`config.mk`:
```
export PLATFORM = sky130hd
export DESIGN_NAME = mbe_front
export DESIGN_NICKNAME = d
export VERILOG_FILES = /design/src/sv/mandelbrot_escape_time_defines.svh /design/src/sv/mbe_pkg.sv /design/src/sv/mbe_div.sv /design/src/sv/mbe_front.sv
export SDC_FILE = /design/constraint.sdc
export NUM_CORES = 2
export LEC_CHECK = 0
export BUFFER_PORTS_ARGS = -buffer_cell sky130_fd_sc_hd__buf_2
export CORE_UTILIZATION = 55
export DETAILED_ROUTE_END_ITERATION = 16
export MAX_ROUTING_LAYER = met4
export PLACE_DENSITY_LB_ADDON = 0.2
export SLEW_MARGIN = 20
export SYNTH_ARGS = -nofsm -noshare
export SYNTH_HDL_FRONTEND = slang
export SYNTH_HIERARCHICAL = 1
export SYNTH_SLANG_ARGS = --single-unit
```
`constraint.sdc`:
```
create_clock -name clk -period 18.6 [get_ports clk]
set_input_delay 0 -clock clk [delete_from_list [all_inputs] [get_ports clk]]
set_output_delay 0 -clock clk [all_outputs]
set_load 0.1 [all_outputs]
```
`src/sv/mandelbrot_escape_time_defines.svh`:
```
// ----------------------------------------------------------------------------
// mandelbrot_escape_time_defines.svh
// Assertion macros used by the escape-time engine.
// ----------------------------------------------------------------------------
`ifndef MANDELBROT_ESCAPE_TIME_DEFINES_SVH
`define MANDELBROT_ESCAPE_TIME_DEFINES_SVH

// check that cons holds in the same cycle as ante
`define MBE_ASSERT_IMP(lbl, ante, cons, msg) \
  lbl: assert property (@(posedge clk) disable iff (!rst_n) (ante) |-> (cons)) \
    else $error(msg);

// check that cons holds in the cycle after ante
`define MBE_ASSERT_NXT(lbl, ante, cons, msg) \
  lbl: assert property (@(posedge clk) disable iff (!rst_n) (ante) |=> (cons)) \
    else $error(msg);

`endif

```
`src/sv/mbe_pkg.sv`:
```
// ----------------------------------------------------------------------------
// mbe_pkg
// Shared widths, register codes, reset values and the config record.
// ----------------------------------------------------------------------------
package mbe_pkg;

  // default number format: signed Q4.28
  localparam int COORD_BITS_DEF  = 32;
  localparam int FRAC_BITS_DEF   = 28;
  localparam int QUEUE_DEPTH_DEF = 2;

  // fixed field widths
  localparam int IDX_BITS       = 12;
  localparam int SIZE_BITS      = 13;
  localparam int LIMIT_BITS     = 16;
  localparam int REG_BITS       = 32;
  localparam int CFG_INDEX_BITS = 3;

  // register indexes
  typedef enum logic [CFG_INDEX_BITS-1:0] {
    REG_X_MIN  = 3'd0,
    REG_X_MAX  = 3'd1,
    REG_Y_MIN  = 3'd2,
    REG_Y_MAX  = 3'd3,
    REG_WIDTH  = 3'd4,
    REG_HEIGHT = 3'd5,
    REG_LIMIT  = 3'd6
  } mbe_reg_t;

  // reset values
  localparam logic [REG_BITS-1:0]   RST_X_MIN  = 32'hE000_0000;
  localparam logic [REG_BITS-1:0]   RST_X_MAX  = 32'h1000_0000;
  localparam logic [REG_BITS-1:0]   RST_Y_MIN  = 32'hE800_0000;
  localparam logic [REG_BITS-1:0]   RST_Y_MAX  = 32'h1800_0000;
  localparam logic [SIZE_BITS-1:0]  RST_WIDTH  = 13'd1024;
  localparam logic [SIZE_BITS-1:0]  RST_HEIGHT = 13'd1024;
  localparam logic [LIMIT_BITS-1:0] RST_LIMIT  = 16'd255;

  // configuration record
  typedef struct packed {
    logic [REG_BITS-1:0]   x_min;
    logic [REG_BITS-1:0]   x_max;
    logic [REG_BITS-1:0]   y_min;
    logic [REG_BITS-1:0]   y_max;
    logic [SIZE_BITS-1:0]  image_width;
    logic [SIZE_BITS-1:0]  image_height;
    logic [LIMIT_BITS-1:0] iteration_limit;
  } mbe_cfg_t;

endpackage

```
`src/sv/mbe_div.sv`:
```
// ----------------------------------------------------------------------------
// mbe_div
// Restoring unsigned divider, one quotient bit per cycle.
// ----------------------------------------------------------------------------
module mbe_div #(
  parameter int NUM_BITS = 44
) (
  input  logic                         clk,
  input  logic                         rst_n,
  input  logic                         load,
  input  logic [NUM_BITS-1:0]          num,
  input  logic [mbe_pkg::SIZE_BITS-1:0] den,
  output logic [NUM_BITS-1:0]          quo,
  output logic                         done
);
  import mbe_pkg::*;

  localparam int CNT_BITS = $clog2(NUM_BITS + 1);

  logic                 run_r, run_nxt;
  logic [CNT_BITS-1:0]  cnt_r, cnt_nxt;
  logic [NUM_BITS-1:0]  acc_r, acc_nxt;
  logic [SIZE_BITS-1:0] rem_r, rem_nxt;
  logic [SIZE_BITS-1:0] den_r, den_nxt;
  logic [SIZE_BITS:0]   trial;
  logic [SIZE_BITS:0]   diff;
  logic                 ge;

  // trial subtract of the next dividend bit
  assign trial = {rem_r, acc_r[NUM_BITS-1]};
  assign diff  = trial - {1'b0, den_r};
  assign ge    = trial >= {1'b0, den_r};

  // load, then shift quotient bits in where the dividend leaves
  always_comb begin
    run_nxt = run_r;
    cnt_nxt = cnt_r;
    acc_nxt = acc_r;
    rem_nxt = rem_r;
    den_nxt = den_r;
    if (load) begin
      run_nxt = 1'b1;
      cnt_nxt = CNT_BITS'(NUM_BITS);
      acc_nxt = num;
      rem_nxt = '0;
      den_nxt = den;
    end else if (run_r) begin
      acc_nxt = {acc_r[NUM_BITS-2:0], ge};
      rem_nxt = ge ? diff[SIZE_BITS-1:0] : trial[SIZE_BITS-1:0];
      cnt_nxt = cnt_r - 1'b1;
      if (cnt_r == CNT_BITS'(1)) begin
        run_nxt = 1'b0;
      end
    end
  end

  always_ff @(posedge clk) begin
    if (!rst_n) begin
      run_r <= 1'b0;
      cnt_r <= '0;
    end else begin
      run_r <= run_nxt;
      cnt_r <= cnt_nxt;
    end
    acc_r <= acc_nxt;
    rem_r <= rem_nxt;
    den_r <= den_nxt;
  end

  assign quo  = acc_r;
  assign done = !run_r;

endmodule

```
`src/sv/mbe_front.sv`:
```
// ----------------------------------------------------------------------------
// mbe_front
// Accepts pixel items and maps column and row to a point of the plane.
// ----------------------------------------------------------------------------
module mbe_front #(
  parameter int COORD_BITS = mbe_pkg::COORD_BITS_DEF
) (
  input  logic                         clk,
  input  logic                         rst_n,
  input  logic                         start,
  output logic                         busy,
  input  logic [mbe_pkg::IDX_BITS-1:0] in_column,
  input  logic [mbe_pkg::IDX_BITS-1:0] in_row,
  input  mbe_pkg::mbe_cfg_t            cfg,
  input  logic                         q_full,
  output logic                         q_push,
  output logic [COORD_BITS-1:0]        q_x,
  output logic [COORD_BITS-1:0]        q_y
);
  import mbe_pkg::*;

  localparam int CB = COORD_BITS;
  localparam int QW = COORD_BITS + IDX_BITS;
  localparam int SW = COORD_BITS + IDX_BITS + 2;
  localparam logic [CB-1:0] CMAX = {1'b0, {(CB-1){1'b1}}};
  localparam logic [CB-1:0] CMIN = {1'b1, {(CB-1){1'b0}}};

  typedef enum logic [4:0] {
    F_IDLE = 5'b00001,
    F_MUL  = 5'b00010,
    F_DIV  = 5'b00100,
    F_SAT  = 5'b01000,
    F_PUSH = 5'b10000
  } fstate_t;

  fstate_t state_r, state_nxt;

  logic [IDX_BITS-1:0] col_r, col_nxt;
  logic [IDX_BITS-1:0] row_r, row_nxt;
  logic [CB-1:0]       xlo_r, xlo_nxt, ylo_r, ylo_nxt;
  logic                xneg_r, xneg_nxt, yneg_r, yneg_nxt;
  logic                xdeg_r, xdeg_nxt, ydeg_r, ydeg_nxt;
  logic [CB-1:0]       x_r, x_nxt, y_r, y_nxt;

  logic [CB-1:0]        xlo_c, xhi_c, ylo_c, yhi_c;
  logic [CB:0]          xdif, ydif, xmag, ymag;
  logic [QW-1:0]        xprod, yprod, xquo, yquo;
  logic [SIZE_BITS-1:0] xden, yden;
  logic                 div_load, xdone, ydone;

  // read a coordinate register in the working format
  function automatic logic [CB-1:0] coord_of(input logic [REG_BITS-1:0] v);
    logic [63:0] e;
    e = {32'b0, v};
    return e[CB-1:0];
  endfunction

  // offset the corner by the quotient and clamp to the format
  function automatic logic [CB-1:0] place(input logic [CB-1:0] lo, input logic neg,
                                          input logic [QW-1:0] q);
    logic [SW-1:0]    s;
    logic [SW-CB:0]   top;
    s = neg ? ({{(SW-CB){lo[CB-1]}}, lo} - {2'b00, q})
            : ({{(SW-CB){lo[CB-1]}}, lo} + {2'b00, q});
    top = s[SW-1:CB-1];
    if ((&top) || !(|top)) begin
      return s[CB-1:0];
    end
    return s[SW-1] ? CMIN : CMAX;
  endfunction

  // corner span as sign and magnitude, times the index
  always_comb begin
    xlo_c = coord_of(cfg.x_min);
    xhi_c = coord_of(cfg.x_max);
    ylo_c = coord_of(cfg.y_min);
    yhi_c = coord_of(cfg.y_max);
    xdif  = {xhi_c[CB-1], xhi_c} - {xlo_c[CB-1], xlo_c};
    ydif  = {yhi_c[CB-1], yhi_c} - {ylo_c[CB-1], ylo_c};
    xmag  = xdif[CB] ? (~xdif + 1'b1) : xdif;
    ymag  = ydif[CB] ? (~ydif + 1'b1) : ydif;
    xprod = QW'(xmag[CB-1:0]) * QW'(col_r);
    yprod = QW'(ymag[CB-1:0]) * QW'(row_r);
    xden  = cfg.image_width - 1'b1;
    yden  = cfg.image_height - 1'b1;
  end

  mbe_div #(.NUM_BITS(QW)) u_div_x (
    .clk  (clk),
    .rst_n(rst_n),
    .load (div_load),
    .num  (xprod),
    .den  (xden),
    .quo  (xquo),
    .done (xdone)
  );

  mbe_div #(.NUM_BITS(QW)) u_div_y (
    .clk  (clk),
    .rst_n(rst_n),
    .load (div_load),
    .num  (yprod),
    .den  (yden),
    .quo  (yquo),
    .done (ydone)
  );

  // sequence one item: take, multiply, divide, place, hand over
  always_comb begin
    state_nxt = state_r;
    col_nxt   = col_r;
    row_nxt   = row_r;
    xlo_nxt   = xlo_r;
    ylo_nxt   = ylo_r;
    xneg_nxt  = xneg_r;
    yneg_nxt  = yneg_r;
    xdeg_nxt  = xdeg_r;
    ydeg_nxt  = ydeg_r;
    x_nxt     = x_r;
    y_nxt     = y_r;
    div_load  = 1'b0;
    q_push    = 1'b0;
    case (state_r)
      F_IDLE: begin
        if (start) begin
          col_nxt   = in_column;
          row_nxt   = in_row;
          state_nxt = F_MUL;
        end
      end
      F_MUL: begin
        div_load  = 1'b1;
        xlo_nxt   = xlo_c;
        ylo_nxt   = ylo_c;
        xneg_nxt  = xdif[CB];
        yneg_nxt  = ydif[CB];
        xdeg_nxt  = cfg.image_width < SIZE_BITS'(2);
        ydeg_nxt  = cfg.image_height < SIZE_BITS'(2);
        state_nxt = F_DIV;
      end
      F_DIV: begin
        if (xdone && ydone) begin
          state_nxt = F_SAT;
        end
      end
      F_SAT: begin
        x_nxt     = xdeg_r ? xlo_r : place(xlo_r, xneg_r, xquo);
        y_nxt     = ydeg_r ? ylo_r : place(ylo_r, yneg_r, yquo);
        state_nxt = F_PUSH;
      end
      F_PUSH: begin
        if (!q_full) begin
          q_push    = 1'b1;
          state_nxt = F_IDLE;
        end
      end
      default: begin
        state_nxt = F_IDLE;
      end
    endcase
  end

  always_ff @(posedge clk) begin
    if (!rst_n) begin
      state_r <= F_IDLE;
    end else begin
      state_r <= state_nxt;
    end
    col_r  <= col_nxt;
    row_r  <= row_nxt;
    xlo_r  <= xlo_nxt;
    ylo_r  <= ylo_nxt;
    xneg_r <= xneg_nxt;
    yneg_r <= yneg_nxt;
    xdeg_r <= xdeg_nxt;
    ydeg_r <= ydeg_nxt;
    x_r    <= x_nxt;
    y_r    <= y_nxt;
  end

  assign busy = state_r != F_IDLE;
  assign q_x  = x_r;
  assign q_y  = y_r;

endmodule

```
---- Yosys cells after proc, flatten, opt, wreduce, memory -nomap -nowiden ----
Index checks and enable logic that the tools add are counted.
word-level totals
  logic and storage cells ................. 112
  output and inout bits ................... 66
  bits in registers ....................... 315
operators by class
  order comparisons ....................... 4
  multipliers ............................. 2
  bitwise logic cells ..................... 3
  reductions and logical operators ........ 16
  add/sub/neg operators ................... 14
  eq/ne operators ......................... 11
  mux-type cells .......................... 39
operator list
  kind                                                          count
  two-way mux 32 bit                                            10
  two-way mux 44 bit                                            4
  adder 32 x 45 -> 46 bit                                       2
  two-way mux 46 bit                                            2
  subtractor 32 x 45 -> 46 bit                                  2
  multiplier 32 x 12 -> 44 bit                                  2
  subtractor 32 x 32 -> 33 bit                                  2
  adder 32 x 1 -> 32 bit (second input constant)                2
  NOT 32 bit                                                    2
  AND reduction 15 bit                                          2
  OR reduction 15 bit                                           2
  >= comparator 14 x 13 -> 1 bit                                2
  less-than comparator 13 x 2 -> 1 bit (second input constant)  2
  two-way mux 13 bit                                            2
  subtractor 13 x 1 -> 13 bit (second input constant)           2
  subtractor 13 bit                                             2
  case mux 5 bit (5 select lines)                               1
  two-way mux 6 bit                                             4
  two-way mux 5 bit                                             3
  two-way mux 1 bit                                             13
  == test 6 x 1 -> 1 bit (second input constant)                2
  subtractor 6 x 1 -> 6 bit (second input constant)             2
  inequality test 2 bit (second input constant)                 3
  == test 5 x 1 -> 1 bit (second input constant)                1
  other kinds (13)                                              18

---- Depth between registers and ports, before layout ----
  word-level depth ........................ 9
  gate-level depth with buffers ........... 41
  depth with buffers taken out ............ 38

---- Cells and area by module ----
Netlist, hierarchy kept.
modules (own cells, without submodules)
  module     instances  seq. area each (sq um)  area an instance (sq um)  cells an instance
  mbe_front  1          4,784.6                 42,228.0                  5,057
  mbe_div    2          2,112.0                 3,863.7                   306

---- Worst setup path before layout ----
OpenSTA, ideal clock, no wires.
  kind .................................... in2reg
  from .................................... input cfg[106] (netlist bit)
  to ...................................... register u_div_x.acc_r[43], in the netlist u_div_x/quo[43] (data pin)
  library setup time ...................... 260 ps
  data arrival time ....................... 8,717 ps
  cell stages on the path ................. 37
  data required time ...................... 18,340 ps
  setup slack ............................. 9,623 ps
  cells stage by stage .................... inv_1 ha_1 fa_1 nor2b_1 o31a_1 o211a_1 o21ai_1 a211oi_1 o21ai_0 a21oi_1 o31a_1 clkbuf_1 a21oi_1 xnor2_1 clkbuf_1 nand2_1 fa_1 inv_1 fa_1 inv_1 fa_1 inv_1 fa_1 fa_1 ha_1 nor3_1 o21ai_0 a2111oi_0 nor3_1 o21ai_0 o211ai_1 a31oi_1 o21ai_0 a221o_1 a221oi_1 xnor2_1 mux2_2
between the ends
  longest elaborated chain between the ends .. 6
ends and longest elaborated chain
  what                              line             RTL
  start, declared                   mbe_front.sv:14  input mbe_pkg::mbe_cfg_t cfg,
  subtractor 32 x 32 -> 33 bit (*)  mbe_front.sv:78  xdif = {xhi_c[CB-1], xhi_c} - {xlo_c[CB-1], xlo_c};
  NOT 32 bit                        mbe_front.sv:80  xmag = xdif[CB] ? (~xdif + 1'b1) : xdif;
  adder 32 x 1 -> 32 bit            mbe_front.sv:80
  two-way mux 32 bit (*)            mbe_front.sv:80
  multiplier 32 x 12 -> 44 bit (*)  mbe_front.sv:82  xprod = QW'(xmag[CB-1:0]) * QW'(col_r);
  via xprod[43]                     mbe_front.sv:47  logic [QW-1:0] xprod, yprod, xquo, yquo;
  two-way mux 44 bit (*)            mbe_div.sv:41    if (load) begin
  via u_div_x.acc_nxt[43]           mbe_div.sv:22    logic [NUM_BITS-1:0] acc_r, acc_nxt;
  end signal, assigned              mbe_div.sv:65    acc_r <= acc_nxt;
  end, declared                     mbe_div.sv:22
The timed path passes the listed nets; every way through them passes the cells marked *.
A chain may end at the register's enable or synchronous reset.

---- Worst setup path after layout ----
  from .................................... input cfg[138] (netlist bit)
  to ...................................... register u_div_x.acc_r[43], in the netlist u_div_x/quo[43] (data pin)
between the ends
  elaborated cells on any way between the ends .. 6
  classes of those cells .................. 2 x add/sub; 1 x mul; 2 x mux; 1 x bitwise
RTL lines
  what                          line             RTL
  subtractor 32 x 32 -> 33 bit  mbe_front.sv:78
  via xdif[32]                  mbe_front.sv:46  logic [CB:0] xdif, ydif, xmag, ymag;
  two-way mux 32 bit            mbe_front.sv:80
  multiplier 32 x 12 -> 44 bit  mbe_front.sv:82
  via xprod[43]                 mbe_front.sv:47
  two-way mux 44 bit            mbe_div.sv:41
  via u_div_x.acc_nxt[43]       mbe_div.sv:22
The timed path passes the listed nets, and every way through them passes these cells.

==> results.md <==
- Outcome: completed
- CTS Hold Bufs: approximately 140
- Leading post-synthesis cells by cell area: fa_1 (24%), edfxtp_1 (16%), ha_1 (8.9%)
- # resized after CTS: 0
- Starting Density: 55.5%
- Min Hold Slack: between 0.1 and 0.15 ns
- Die ar.: about 92000 um^2
- Grt ovf: 0
- CP Launch Type: primary input
- RR Startpoint: col_r[3]
- Synth Warn #: 6
- Largest net degree at the start of global routing: between 90 and 100
- Std cell rows: 110
- Min cycle time layout: between 10 and 15 ns
- Hold_sp: in_column[9]
- Net count, final: 7108
- Hold Fails Final Rpt: 0
- RSZ-0062 raised after global routing: no
- Dominant synthesized flop cell: edfxtp_1
- Commonest non-fill, non-tap cell in the layout: inv_1
- Remaining antenna violation count: 0
- Post-CTS Setup Inserts: 0
- Vias/cell: 5.85
- Clock Pin Slew Worst Setup and Hold Paths: around 0.060 ns
- First-pass GRT wire length: ~220 mm
- FF-to-FF setup slack: ~11 ns
- Worst Skew: 0.0214 ns
- WHS Endpoint: col_r[9]
- Final setup viols: 0
- Commonest cells after routing, fill and taps aside: inv_1 (822), nand2_1 (731), fa_1 (606), ha_1 (354), nor2_1 (324)
- Num CTS Buffers: 38
- TritonCTS Sinks: 315
- Worst hold-check path type: primary input to flip-flop
- Gate Count Post-Synth: 5669
- Slowest stage delay, CP: approximately 0.87 ns
- GP Congestion: around 0.96
- Fill count: 7853
- Initial antenna violation count: 3
- Crit share post-route: 58.8%
- Worst path most repeated cell: fa_1
- Setup TNS: 0 ns
- Area growth from synthesis to layout: 10.5%
- RR Endpoint: u_div_x/quo[43]
- CP Class: primary input to flip-flop
- Async S/R FF share, synth: 0%
- Die X: ~300 um
- Synth Area per Inst: a little under 9 um^2
- Number of port buffers: between 200 and 250
- Vias in the first global route: just over 40000
- Worst-Margin Slew: 1.16 ns
- Yosys cell types: between 100 and 150
- WP data required: around 19 ns
- Iter 0 DRT Violations: roughly 3100
- Gr usage total: a little under a third
- Worst Setup End Kind: flip-flop
- Pins Over Slew Limit: 0
- Final setup margin: 7.66 ns
- Clock Latency Late Sink: between 0.5 and 0.6 ns
- Slew HR: between 20% and 30%
- Max-Cap Viols: 0
- Die H: ~300 um
- Routed len/inst: ~20 um
- Clock root cell: clkbuf_16
- WL final: approximately 140 mm
- HPWL after detailed placement: about 110 mm
- DRC errors left: 0
- EDFF count, synth: 270
- Worst-case reg-to-reg path depth: 23
- Initial DRT Pass Iterations: 8
- DR vias: between 40000 and 50000
- Synthesized cell area: about 50000 um^2
- Share of the synthesized area in the top cell type: between 20% and 30%
- CP max FO: 23
- H-tree Lvls: 2
- Share of layout cells above drive strength 1: 10.1%
- #FFs+latches synth: roughly 320
- FMAX: roughly 0.091 GHz
- Worst hold stages: 2
- Worst setup slack after placement: 7.93 ns
- Syn Nets: just under 7000
- # IOs: 264
- Sequential share of the synthesized area: a little under a fifth
- Core area: 90000 um^2
- Critical path's slowest cell: a2111oi_0
- CTS tree: yes
- CTS Buffer Depth: 3
- CP arrival: 11.27 ns
- Synth area leader: fa_1
## worst max path at each step
stage | start | endpoint | slack (ns) | cells past startpoint
4_1_cts | cfg[138] | u_div_x/quo[43] | 7.95 | 39
2_1_floorplan | cfg[106] | u_div_x/quo[43] | 9.62 | 37
6_report | cfg[138] | u_div_x/quo[43] | 7.66 | 39
5_1_grt | cfg[138] | u_div_x/quo[43] | 6.99 | 39
3_3_place_gp | cfg[106] | u_div_x/quo[43] | 7.94 | 39
3_5_place_dp | cfg[106] | u_div_x/quo[43] | 7.93 | 39
## final cells by class
class                           instances  area, um^2  share of cell area, %
Tap cell                             1176        1470                   2.66
Timing Repair Buffer                  482        3360                   6.08
Sequential cell                       315        9010                   16.3
Clock inverter                         25         309                  0.560
Clock buffer                           45        1010                   1.83
Multi-Input combinational cell       4287       37000                   66.9
Antenna cell                            1        2.50                0.00453
Inverter                              826        3110                   5.63
## state kept, by name (all words and copies together), names as in the netlist, 12 cells and up
register	flops
xlo_r	32
col_r	12
u_div_y/den_r	13
q_y	32
u_div_x/quo	44
u_div_y/quo	44
row_r	12
ylo_r	32
u_div_y/rem_r	13
u_div_x/den_r	13
u_div_x/rem_r	13
q_x	32
## synthesized netlist by cell type (51+ instances only)
| cell type | number |
|---|---|
| xor2_1 | 90 |
| nor2_1 | 325 |
| edfxtp_1 | 270 |
| a21o_1 | 134 |
| nand2_1 | 733 |
| a21oi_1 | 295 |
| buf_2 | 51 |
| nor2b_1 | 51 |
| nand3_1 | 72 |
| inv_1 | 823 |
| nor3_1 | 98 |
| ha_1 | 354 |
| o21ai_0 | 161 |
| fa_1 | 606 |
| nand2b_1 | 51 |
| clkbuf_1 | 172 |
| xnor2_1 | 270 |
| mux2_2 | 91 |
| and2_1 | 216 |
## cells by family (layout without fill, tap and decap cells)
group	Yosys count	in the layout	synth area share [%]
AO/OA/AOI/OAI	1059	1059	14.5
multiplexers	115	115	2.53
XOR/XNOR	360	360	6.31
adder cells (fa/ha/maj)	960	960	33.2
buffers and inverters	1067	1378	8.22
AND/OR/NAND/NOR	1793	1793	17.2
flip-flops	315	315	18.0
other	0	1	0
## stage by stage
step | instances | util (%) | cell area (um^2)
4_1_cts | 7154 | 61.3 | 55200
3_5_place_dp | 6948 | 58.3 | 52500
2_1_floorplan | 5669 | - | 50000
3_3_place_gp | 6948 | 58.3 | 52500
6_report | 7157 | 61.3 | 55200
5_1_grt | 7157 | 61.3 | 55200
## critical path: cells and delay by family
kind | cells | cell delay, ns
AOI/OAI and AO/OA | 16 | 5.12
adders and majority gates | 8 | 3.34
buffers and inverters | 9 | 1.77
and+or+nand+nor | 3 | 0.47
xor gates and xnor gates | 2 | 0.30
muxes | 1 | 0.28
## layer usage
metal	share of wire [%]	vias up	GRT usage (%)
li1	-	19500	-
met1	45	20800	44.5
met2	45	1352	48.3
met3	7.9	153	4.93
met4	1.9	0	6.39
met5	0	-	-
Power is left out: the tool's default activity adds up to more than one toggle a clock period on the data nets, which glitch-free logic cannot reach.
