<file path="config.mk">
export PLATFORM = sky130hd
export DESIGN_NAME = mbe_queue
export DESIGN_NICKNAME = d
export VERILOG_FILES = /design/src/sv/mandelbrot_escape_time_defines.svh /design/src/sv/mbe_pkg.sv /design/src/sv/mbe_queue.sv
export SDC_FILE = /design/constraint.sdc
export NUM_CORES = 1
export LEC_CHECK = 0
export ABC_AREA = 1
export BUFFER_PORTS_ARGS = -buffer_cell sky130_fd_sc_hd__buf_2
export CORE_ASPECT_RATIO = 1.4
export CORE_MARGIN = 3
export CORE_UTILIZATION = 55
export CTS_CLUSTER_DIAMETER = 50
export DETAILED_ROUTE_END_ITERATION = 10
export PLACE_DENSITY = 0.93
export SKIP_CTS_REPAIR_TIMING = 1
export SLEW_MARGIN = 15
export SYNTH_ARGS = -nofsm -noshare
export SYNTH_HDL_FRONTEND = slang
export SYNTH_SLANG_ARGS = --single-unit
</file>
<file path="constraint.sdc">
create_clock -name clk -period 10.7 [get_ports clk]
set_input_delay 2.14 -clock clk [delete_from_list [all_inputs] [get_ports clk]]
set_output_delay 2.14 -clock clk [all_outputs]
set_load 0.02 [all_outputs]
</file>
<file path="src/sv/mandelbrot_escape_time_defines.svh">
// ----------------------------------------------------------------------------
// mandelbrot_escape_time_defines.svh
// Assertion macros used by the escape-time engine.
// ----------------------------------------------------------------------------
`ifndef MANDELBROT_ESCAPE_TIME_DEFINES_SVH
`define MANDELBROT_ESCAPE_TIME_DEFINES_SVH

// check that cons holds in the same cycle as ante
`define MBE_ASSERT_IMP(lbl, ante, cons, msg) \
  lbl: assert property (@(posedge clk) disable iff (!rst_n) (ante) |-> (cons)) \
    else $error(msg);

// check that cons holds in the cycle after ante
`define MBE_ASSERT_NXT(lbl, ante, cons, msg) \
  lbl: assert property (@(posedge clk) disable iff (!rst_n) (ante) |=> (cons)) \
    else $error(msg);

`endif

</file>
<file path="src/sv/mbe_pkg.sv">
// ----------------------------------------------------------------------------
// mbe_pkg
// Shared widths, register codes, reset values and the config record.
// ----------------------------------------------------------------------------
package mbe_pkg;

  // default number format: signed Q4.28
  localparam int COORD_BITS_DEF  = 32;
  localparam int FRAC_BITS_DEF   = 28;
  localparam int QUEUE_DEPTH_DEF = 2;

  // fixed field widths
  localparam int IDX_BITS       = 12;
  localparam int SIZE_BITS      = 13;
  localparam int LIMIT_BITS     = 16;
  localparam int REG_BITS       = 32;
  localparam int CFG_INDEX_BITS = 3;

  // register indexes
  typedef enum logic [CFG_INDEX_BITS-1:0] {
    REG_X_MIN  = 3'd0,
    REG_X_MAX  = 3'd1,
    REG_Y_MIN  = 3'd2,
    REG_Y_MAX  = 3'd3,
    REG_WIDTH  = 3'd4,
    REG_HEIGHT = 3'd5,
    REG_LIMIT  = 3'd6
  } mbe_reg_t;

  // reset values
  localparam logic [REG_BITS-1:0]   RST_X_MIN  = 32'hE000_0000;
  localparam logic [REG_BITS-1:0]   RST_X_MAX  = 32'h1000_0000;
  localparam logic [REG_BITS-1:0]   RST_Y_MIN  = 32'hE800_0000;
  localparam logic [REG_BITS-1:0]   RST_Y_MAX  = 32'h1800_0000;
  localparam logic [SIZE_BITS-1:0]  RST_WIDTH  = 13'd1024;
  localparam logic [SIZE_BITS-1:0]  RST_HEIGHT = 13'd1024;
  localparam logic [LIMIT_BITS-1:0] RST_LIMIT  = 16'd255;

  // configuration record
  typedef struct packed {
    logic [REG_BITS-1:0]   x_min;
    logic [REG_BITS-1:0]   x_max;
    logic [REG_BITS-1:0]   y_min;
    logic [REG_BITS-1:0]   y_max;
    logic [SIZE_BITS-1:0]  image_width;
    logic [SIZE_BITS-1:0]  image_height;
    logic [LIMIT_BITS-1:0] iteration_limit;
  } mbe_cfg_t;

endpackage

</file>
<file path="src/sv/mbe_queue.sv">
// ----------------------------------------------------------------------------
// mbe_queue
// Small flip-flop FIFO of mapped points between front and back.
// ----------------------------------------------------------------------------
module mbe_queue #(
  parameter int WIDTH = 2 * mbe_pkg::COORD_BITS_DEF,
  parameter int DEPTH = mbe_pkg::QUEUE_DEPTH_DEF
) (
  input  logic             clk,
  input  logic             rst_n,
  input  logic             push,
  input  logic [WIDTH-1:0] din,
  input  logic             pop,
  output logic [WIDTH-1:0] dout,
  output logic             full,
  output logic             empty
);
  import mbe_pkg::*;

  localparam int PW = (DEPTH > 1) ? $clog2(DEPTH) : 1;
  localparam int CW = $clog2(DEPTH + 1);

  logic [WIDTH-1:0] mem_r [DEPTH];
  logic [PW-1:0]    wr_r, wr_nxt, rd_r, rd_nxt;
  logic [CW-1:0]    cnt_r, cnt_nxt;

  // advance pointers with wrap
  always_comb begin
    wr_nxt  = wr_r;
    rd_nxt  = rd_r;
    cnt_nxt = cnt_r;
    if (push) begin
      wr_nxt = (wr_r == PW'(DEPTH - 1)) ? '0 : wr_r + 1'b1;
    end
    if (pop) begin
      rd_nxt = (rd_r == PW'(DEPTH - 1)) ? '0 : rd_r + 1'b1;
    end
    if (push && !pop) begin
      cnt_nxt = cnt_r + 1'b1;
    end else if (pop && !push) begin
      cnt_nxt = cnt_r - 1'b1;
    end
  end

  always_ff @(posedge clk) begin
    if (!rst_n) begin
      wr_r  <= '0;
      rd_r  <= '0;
      cnt_r <= '0;
    end else begin
      wr_r  <= wr_nxt;
      rd_r  <= rd_nxt;
      cnt_r <= cnt_nxt;
    end
    if (push) begin
      mem_r[wr_r] <= din;
    end
  end

  assign dout  = mem_r[rd_r];
  assign full  = cnt_r == CW'(DEPTH);
  assign empty = cnt_r == '0;

endmodule

</file>
Yosys cells after proc, flatten, opt, wreduce, memory -nomap -nowiden --
Memory sizes are Yosys's and may differ from the RTL's. A register that Yosys moved wholly into a read port is not among the register bits. Cells that the tools add are included. W data, S select, Z words.
Storage, ports and cells: bits in registers 4, RAM bits 128, bits of input ports 68, output and inout port bits 66, memories kept 1
Memories:
- mem_r | depth 2, width 64, rd ports 1, clocked after memory_dff 1, write ports 1, line mbe_queue.sv:23 | logic [WIDTH-1:0] mem_r [DEPTH];
Operators by class: add/sub/neg operators 4, equal/unequal tests 1, mux-type cells 8, reductions and logical operators 6
Operators by type and width (number):
- $mux W1 | 6
- $mux W2 | 2
- $add A1 B1 Y1 const B | 2
- $add A2 B1 Y2 const B | 1
- $eq A2 B2 Y1 const B | 1
- $logic_and A1 B1 Y1 | 2
- $logic_not A1 Y1 | 2
- $logic_not A2 Y1 | 1
- $reduce_bool A2 Y1 | 1
- $sub A2 B1 Y2 const B | 1

Logic depth before layout (Yosys ltp) --
Gate-level depths: netlist of the first run.
depth in word-level cells 4, mapped depth 8

Worst setup path after synthesis of the first run --
No wires, ideal clock.
path kind input-to-reg, from input push, to memory mem_r[0][0] in the netlist's numbering, enable pin, arrival time 4.864 ns, data required time 10.212 ns, slack 5.348 ns, stages 2, cell sequence inv_1 > nor2_1
Between the ends: word-level cells in the longest chain between the ends 2
RTL lines:
- start, declared | line mbe_queue.sv:11 | input logic push,
- $mux W1 | line mbe_queue.sv:55 | if (push) begin
- $mux W1 (not written as such) | line mbe_queue.sv:56 | mem_r[wr_r] <= din;
- end, declared | line mbe_queue.sv:23
No other way between the ends.

==> results.tsv, run 1 <==
stage	metric	value	unit
clocking	cts_buffers	17	
floorplanning	coreArea	9080	sq um
logic_synthesis	synth_edf_count	128	
logic_synthesis	synthCells	234	
sta	max_freq	234.6	MHz
placed_design	hpwl	5679	microns
worst_setup_path	r2r_cells	2	
logic_synthesis	synth_cell_types	14	
clocking	max-clock-path-buffers	2	
logic_synthesis	avgSynthCellArea	22.00	sq um
worst_setup_path	end_kind	output port	
clocking	h-tree-depth	4	
detailed_routing	viasPerCell	5.072	
logic_synthesis	synth_area_leaders	edfxtp_1, mux2_4, buf_12	
sta	rsz0062_at_grt	false	
floorplanning	die_h	120.5	microns
sta	layout_setup_ws	6437	ps
logic_synthesis	synth_area	5149	sq um
detailed_routing	drt-pass1-iter-count	4	
min_path	hp-class	flip-flop to flip-flop	
cells_and_area	n_antenna_cell	0	
worst_setup_path	crit_fanout	64	
grt	grt_antenna_before_repair	1	
placed_design	dp_slack	6702	ps
floorplanning	die-area	10570	sq um
sta	skew	9.759	ps
detailed_routing	drcViolationCount	0	
worst_setup_path	cp-start-kind	flip-flop	
detailed_routing	post_drt_wl_per_cell	17.39	microns
logic_synthesis	synth_commonest_cells	edfxtp_1, mux2_4, nor2_1	
sta	fin_crit	4263	ps
cells_and_area	ff_latch_area	3948	sq um
worst_setup_path	r2r-start	wr_r	
min_path	hold_path_startpoint	rd_r	
logic_synthesis	synth_seq_cells	133	
detailed_routing	routed-via-count	2541	
clocking	clk_pin_slew	50	ps
sta	finalCritPeriodShare	39.84	%
sta	setup_viol	0	
placed_design	port_buffers	133	
cells_and_area	fill_cells	569	
sta	maxSlewViolCount	0	
grt	track_usage	17.37	%
worst_setup_path	r2r_slack	8680	ps
cells_and_area	fin_area	6441	sq um
worst_setup_path	slowest_stage	dfxtp_4	
logic_synthesis	ys_warn_count	0	
grt	grt_first_pass_wirelength	13330	microns
clocking	cts_tree	done	
power	ir_drop	0.0001556	V
cells_and_area	drive_gt1_share	57.87	%
logic_synthesis	ys.flop_type	edfxtp_1	
cells_and_area	area_growth	25.10	%
worst_setup_path	arrival	2120	ps
worst_setup_path	rr_endpoint	mem_r[0][25]	
floorplanning	ios	134	
logic_synthesis	synth_top_area_share	74.65	%
power	powerDensity	206.1	nW/um^2
sta	timing.setup.tns	0	ps
cells_and_area	multi_input_area	1051	sq um
sta	slew_headroom	23.70	%
power	leakage	2.624	nW
clocking	cts_root_buffer	clkbuf_16	
placed_design	place.gp.congestion	0.7148	
grt	overflow	0	
status	status	complete, no violations	
logic_synthesis	synth.most_common_cell	edfxtp_1	
detailed_routing	postRouteAntennaNets	0	
sta	worstMarginPinSlew	1145	ps
placed_design	post_dp_cell_area	5843	sq um
worst_setup_path	worst_path_largest_cell_delay	1120	ps
floorplanning	start_util	56.70	%
floorplanning	rows	41	
worst_setup_path	crit_type	flip-flop to output port	
logic_synthesis	yosys.area.top_type	edfxtp_1	
logic_synthesis	yosysSeqAreaShare	76.60	%
cells_and_area	nets	450	
worst_setup_path	crit_required	8560	ps
grt	grt_pass1_vias	2702	
clocking	cts_sinks	133	
min_path	hold_depth	2	
grt	grt_max_degree	65	
logic_synthesis	syn_nets	303	
detailed_routing	wl	8714	microns
floorplanning	die_x	87.77	microns
worst_setup_path	path_cells	mux2_2 -> buf_2	
detailed_routing	drt_iter0_drc	118	
clocking	clock_latency	400	ps
sta	finalHoldViolCount	0	
logic_synthesis	async_flop_share	0	%
run	drv_cap	0	
[area by class of cell]
cell class / instances / share of cell area, %
flip-flops and latches: 133 / 61.29
multi-input cells: 86 / 16.32
repair buffers: 135 / 10.57
clock buffers: 21 / 6.838
clock inverters: 11 / 2.448
well taps: 107 / 2.078
inverters: 8 / 0.4662
[worst max-delay path by stage]
| stage | startpoint | to |
|---|---|---|
| after global routing | flip-flop | dout[53] |
| after global placement | push | mem_r[0][11] |
| final | flip-flop | dout[53] |
| after detailed placement | push | mem_r[0][12] |
| after floorplan | push | mem_r[0][0] |
| after CTS | flip-flop | dout[52] |
[cell families (layout without fill, tap and decap cells)]
logic type                 Yosys count  after routing  synth area share [%]
AOI/OAI and AO/OA                    2              2                0.1942
adders and majority gates            1              1                0.2430
buffers and inverters               15            175                 3.135
DFF                                133            133                 76.60
muxes                               64             64                 18.37
and+or+nand+nor                     19             19                 1.458
[critical path: cells and delay by family, from the launching register on]
kind,cells,cell delay (ps)
buffers and inverters,1,160
flip-flops,1,1120
multiplexers,1,420
[routing by layer]
metal / share of wire [%] / routed length [microns] / GRT usage, %
met1: 36 / 3137 / 18.64
met2: 56 / 4873 / 29.76
met3: 5.6 / 486 / 5.658
met4: 2.4 / 210 / 9.213
met5: 0.080 / 7 / 0
[stage by stage]
step	hold slack (ps)	util [%]	instances	power, mW
finish	518.3	70.94	501	1.328
detailed placement	508.6	64.35	469	0.7597
floorplan	463.5	-	234	0.7187
global route	550.9	70.94	501	1.377
global placement	472.9	64.35	469	0.7540
CTS	517.1	70.94	501	1.343
[power breakdown]
| group | internal (mW) | leakage, nW | switching (mW) | total, mW |
|---|---|---|---|---|
| Sequential | 0.603 | 1.24 | 0.0175 | 0.621 |
| Clock | 0.387 | 0.286 | 0.193 | 0.579 |
| Combinational | 0.0609 | 1.09 | 0.0669 | 0.128 |
[sequential cells by signal (all words and copies together), names as in the netlist, named ones only]
signal	count
mem_r	128
cnt_r	2
rd_r	1
wr_r	1
[layout by cell type, fill, tap and decap left out, drive strengths merged]
cell / Yosys / routed
nand2: 8 / 8
inv: 8 / 8
a21oi: 1 / 1
clkinvlp: 0 / 2
nand4: 1 / 1
ha: 1 / 1
nand3: 1 / 1
clkbuf: 0 / 21
o21ai: 1 / 1
clkinv: 0 / 5
buf: 7 / 135
edfxtp: 128 / 128
mux2: 64 / 64
bufinv: 0 / 4
nor2: 9 / 9
dfxtp: 5 / 5
(Power assumes the default switching activity.)
==> inputs of run 2 (changes only) <==
--- a/config.mk
+++ b/config.mk
@@ -9,10 +9,10 @@
 export BUFFER_PORTS_ARGS = -buffer_cell sky130_fd_sc_hd__buf_2
 export CORE_ASPECT_RATIO = 1.4
 export CORE_MARGIN = 3
-export CORE_UTILIZATION = 55
+export CORE_UTILIZATION = 47
 export CTS_CLUSTER_DIAMETER = 50
 export DETAILED_ROUTE_END_ITERATION = 10
-export PLACE_DENSITY = 0.93
+export PLACE_DENSITY = 0.85
 export SKIP_CTS_REPAIR_TIMING = 1
 export SLEW_MARGIN = 15
 export SYNTH_ARGS = -nofsm -noshare
==> constraint.sdc (replaced) <==
create_clock -name clk -period 3.6 [get_ports clk]
set_input_delay 0.72 -clock clk [delete_from_list [all_inputs] [get_ports clk]]
set_output_delay 0.72 -clock clk [all_outputs]
set_load 0.02 [all_outputs]
==> results.tsv, run 2 (same netlist as run 1, synthesis figures left out) <==
stage	metric	value	unit
sta	setup_viol	0	
worst_setup_path	crit_required	2880	ps
cells_and_area	drive_gt1_share	58.08	%
cells_and_area	nets	452	
cells_and_area	area_growth	25.32	%
worst_setup_path	path_cells	buf_12 -> mux2_2 -> buf_2	
sta	slew_headroom	55.76	%
sta	finalCritPeriodShare	74.40	%
sta	max_freq	373.3	MHz
min_path	hp-class	input pin to flip-flop	
sta	maxSlewViolCount	0	
grt	track_usage	14.41	%
clocking	max-clock-path-buffers	2	
placed_design	place.gp.congestion	0.6630	
detailed_routing	drcViolationCount	0	
worst_setup_path	slowest_stage	dfxtp_4	
worst_setup_path	r2r-start	wr_r	
floorplanning	die_h	129.8	microns
cells_and_area	largestRegisters	mem_r: 128 flops, cnt_r: 2 flops	
detailed_routing	wl	8457	microns
worst_setup_path	crit_fanout	39	
grt	grt_first_pass_wirelength	13090	microns
clocking	clk_pin_slew	50	ps
floorplanning	rows	44	
clocking	h-tree-depth	4	
worst_setup_path	cp-start-kind	flip-flop	
cells_and_area	top_register	mem_r	
worst_setup_path	worst_path_largest_cell_delay	650	ps
detailed_routing	routed-via-count	2549	
worst_setup_path	crit_type	flip-flop to output port	
detailed_routing	viasPerCell	4.773	
detailed_routing	postRouteAntennaNets	0	
sta	timing.setup.tns	0	ps
min_path	hold_path_startpoint	din[18]	
placed_design	dp.cells	502	
detailed_routing	drt-pass1-iter-count	4	
sta	worstMarginPinSlew	662.6	ps
clocking	cts_buffers	17	
worst_setup_path	arrival	1960	ps
cells_and_area	fill_cells	766	
grt	overflow	0	
floorplanning	start_util	48.96	%
sta	rsz0062_at_grt	false	
cells_and_area	largest_reg_flops	128	
power	ir_drop	0.0004994	V
sta	fin_crit	2678	ps
grt	grt_antenna_before_repair	0	
floorplanning	ios	134	
sta	finalHoldViolCount	0	
cells_and_area	multi_input_area	1051	sq um
worst_setup_path	cpLargestDelayFamily	flip-flops	
floorplanning	die-area	12260	sq um
sta	skew	6.430	ps
power	powerDensity	577.2	nW/um^2
cells_and_area	final_common_cell	buf_2	
clocking	cts_sinks	133	
grt	grt_pass1_vias	2765	
worst_setup_path	end_kind	output port	
sta	holdWs	510.3	ps
placed_design	port_buffers	133	
cells_and_area	ff_latch_area	3948	sq um
cells_and_area	fin_cells	534	
grt	grt_max_degree	52	
cells_and_area	n_antenna_cell	0	
detailed_routing	drt_iter0_drc	96	
clocking	cts_tree	done	
placed_design	hpwl	5916	microns
worst_setup_path	critPathBufInv	2	
power	power	3.725	mW
detailed_routing	post_drt_wl_per_cell	15.84	microns
cells_and_area	final_cell_mix	buf_2, edfxtp_1, mux2_4	
clocking	cts_root_buffer	clkbuf_16	
floorplanning	coreArea	10520	sq um
status	status	complete, no violations	
power	leakage	2.617	nW
run	drv_cap	0	
floorplanning	die_x	94.46	microns
clocking	clock_latency	390	ps
-- run 2: worst register-to-register path: cells and delay by family (launching register included) --
| family | cells | cell delay (ps) |
|---|---|---|
| DFF | 1 | 400 |
| and+or+nand+nor | 1 | 110 |
| buffers and inverters | 2 | 900 |
-- run 2: cell type report --
type | instances | share of cell area, %
flip-flops and latches | 133 | 61.18
multi-input cells | 86 | 16.29
repair buffers | 137 | 11.17
clock buffers | 27 | 7.795
well taps | 138 | 2.676
inverters | 8 | 0.4654
clock inverters | 5 | 0.4266
-- run 2: worst paths after layout --
check / end / slack [ps] / cells after the start
setup / recovery: dout[52] / 920 / 3
hold / removal: mem_r[0][18] / 510 / 1
setup reg to reg: mem_r[1][58] / 1870 / 3
hold reg to reg: flip-flop / 510 / 2
-- run 2: metrics by stage --
step                cell area (sq um)  setup WS [ps]  util [%]
floorplan                        5151          775.3         -
global placement                 5922           1323     56.32
detailed placement               5922           1313     56.32
CTS                              6452          883.6     61.36
global route                     6452          807.9     61.36
finish                           6452          921.5     61.36
-- run 2: per-layer routing --
metal,vias up,track usage [%],share of wire (%)
met5,-,0,0
met4,0,5.098,1.1
met3,10,5.998,7.2
met2,97,25.54,54
met1,1240,15.36,38
li1,1202,-,-
-- run 2: report_power, final --
part	switching (mW)	total, mW	internal, mW
logic	0.216	0.400	0.183
registers	0.0333	1.83	1.79
clock network	0.551	1.50	0.948
total	0.801	3.72	2.92
==> inputs of run 3 (changes only) <==
==> constraint.sdc (replaced) <==
create_clock -name clk -period 2.4 [get_ports clk]
set_input_delay 0.48 -clock clk [delete_from_list [all_inputs] [get_ports clk]]
set_output_delay 0.48 -clock clk [all_outputs]
set_load 0.02 [all_outputs]
==> results.tsv, run 3 (same netlist as run 1, synthesis figures left out) <==
stage	metric	value	unit
status	status	complete, no violations	
clocking	clk_pin_slew	60	ps
floorplanning	die-area	12260	sq um
detailed_routing	routed-via-count	2589	
sta	finalCritPeriodShare	86.81	%
floorplanning	start_util	48.96	%
grt	track_usage	15.12	%
detailed_routing	viasPerCell	4.803	
power	p_sw_share	21.88	%
floorplanning	die_h	129.8	microns
power	p_sw	1.321	mW
power	seqPwrFrac	45.1	%
cells_and_area	largestRegisters	mem_r: 128 flops, cnt_r: 2 flops	
clocking	cts_root_buffer	clkbuf_16	
clocking	h-tree-depth	4	
detailed_routing	post_drt_wl_per_cell	16.27	microns
power	powerDensity	917.8	nW/um^2
cells_and_area	largest_reg_flops	128	
placed_design	dp_slack	717.2	ps
worst_setup_path	crit_type	flip-flop to output port	
sta	worstMarginPinSlew	571.6	ps
cells_and_area	top_register	mem_r	
sta	layout_setup_ws	316.5	ps
sta	holdWs	264.1	ps
floorplanning	rows	44	
placed_design	hpwl	6006	microns
worst_setup_path	cp-start-kind	flip-flop	
sta	finalHoldViolCount	0	
grt	overflow	0	
worst_setup_path	arrival	1600	ps
sta	max_freq	480.0	MHz
cells_and_area	ff_latch_area	3948	sq um
cells_and_area	final_common_cell	buf_2	
power	pwr-share-clk	44.7	%
sta	rsz0062_at_grt	false	
cells_and_area	final_cell_mix	buf_2, edfxtp_1, mux2_4	
floorplanning	ios	134	
sta	timing.setup.tns	0	ps
cells_and_area	final_util	62.58	%
power	pwr-share-comb	10.2	%
worst_setup_path	crit_required	1920	ps
sta	fin_crit	2084	ps
sta	setup_viol	0	
sta	slew_headroom	61.89	%
power	power.internal	4.718	mW
floorplanning	coreArea	10520	sq um
worst_setup_path	crit_fanout	15	
cells_and_area	fin_cells	539	
clocking	cts_tree	done	
grt	grt_first_pass_wirelength	13670	microns
detailed_routing	drcViolationCount	0	
sta	maxSlewViolCount	0	
floorplanning	die_x	94.46	microns
run	drv_cap	0	
detailed_routing	drt-pass1-iter-count	4	
clocking	clock_latency	400	ps
grt	grt_antenna_before_repair	3	
cells_and_area	nets	455	
placed_design	port_buffers	133	
sta	skew	7.252	ps
power	ir_drop	0.0005708	V
placed_design	place.gp.congestion	0.6297	
cells_and_area	area_growth	27.80	%
grt	grt_pass1_vias	2806	
worst_setup_path	end_kind	output port	
detailed_routing	drt_iter0_drc	144	
clocking	max-clock-path-buffers	2	
cells_and_area	multi_input_area	1051	sq um
clocking	cts_buffers	17	
cells_and_area	fill_cells	770	
grt	grt_max_degree	43	
min_path	hp-class	input pin to flip-flop	
cells_and_area	drive_gt1_share	59.65	%
placed_design	dp.cells	505	
power	leakage	2.672	nW
clocking	cts_sinks	133	
detailed_routing	postRouteAntennaNets	0	
detailed_routing	wl	8769	microns
-- run 3: cell types whose count changed in the layout (fill, tap and decap cells not counted), sizes merged --
cell / change
clkbuf: -9
clkinv: +1
bufinv: +4
diode: +2
clkinvlp: +1
inv: +3
buf: +3
-- run 3: final cells by class --
cell class,count,area share (%)
Tap cell,138,2.624
Inverter,8,0.4564
Multi-Input combinational cell,86,15.97
Clock buffer,18,6.522
Sequential cell,133,59.99
Timing Repair Buffer,140,11.29
Antenna cell,2,0.07606
Clock inverter,14,3.061
-- run 3: power by group through the flow --
stage	Sequential, mW	Combinational, mW	Clock (mW)
after floorplan	2.76	0.440	0
after global placement	2.76	0.609	0
after detailed placement	2.77	0.627	0
after CTS	2.73	0.630	2.76
after global routing	2.74	0.661	2.87
final	2.72	0.618	2.70
-- run 3: stage by stage --
step                cell area [sq um]  power (mW)
CTS                              6575       6.112
finish                           6580       6.039
detailed placement               5944       3.400
global placement                 5944       3.373
floorplan                        5156       3.201
global route                     6580       6.265
-- run 3: layer usage --
| layer | vias to the layer above | track usage (%) | share of wire, % |
|---|---|---|---|
| met5 | - | 0 | 0.16 |
| met4 | 2 | 7.816 | 1.6 |
| met3 | 15 | 4.960 | 6.7 |
| met2 | 102 | 26.51 | 56 |
| met1 | 1255 | 16.16 | 36 |
| li1 | 1215 | - | - |
-- run 3: final timing paths --
path              depth (start not counted)  slack (ps)       from            to
setup / recovery                          3         320  flip-flop      dout[43]
hold / removal                            1         260    din[48]  mem_r[1][48]
setup reg to reg                          3        1000       wr_r   mem_r[1][5]
hold reg to reg                           2         540       rd_r          rd_r
-- run 3: critical path, stage by stage (launching register included) --
cell and delay [ps]:
dfxtp_4 410, buf_4 300, mux2_4 330, buf_2 160
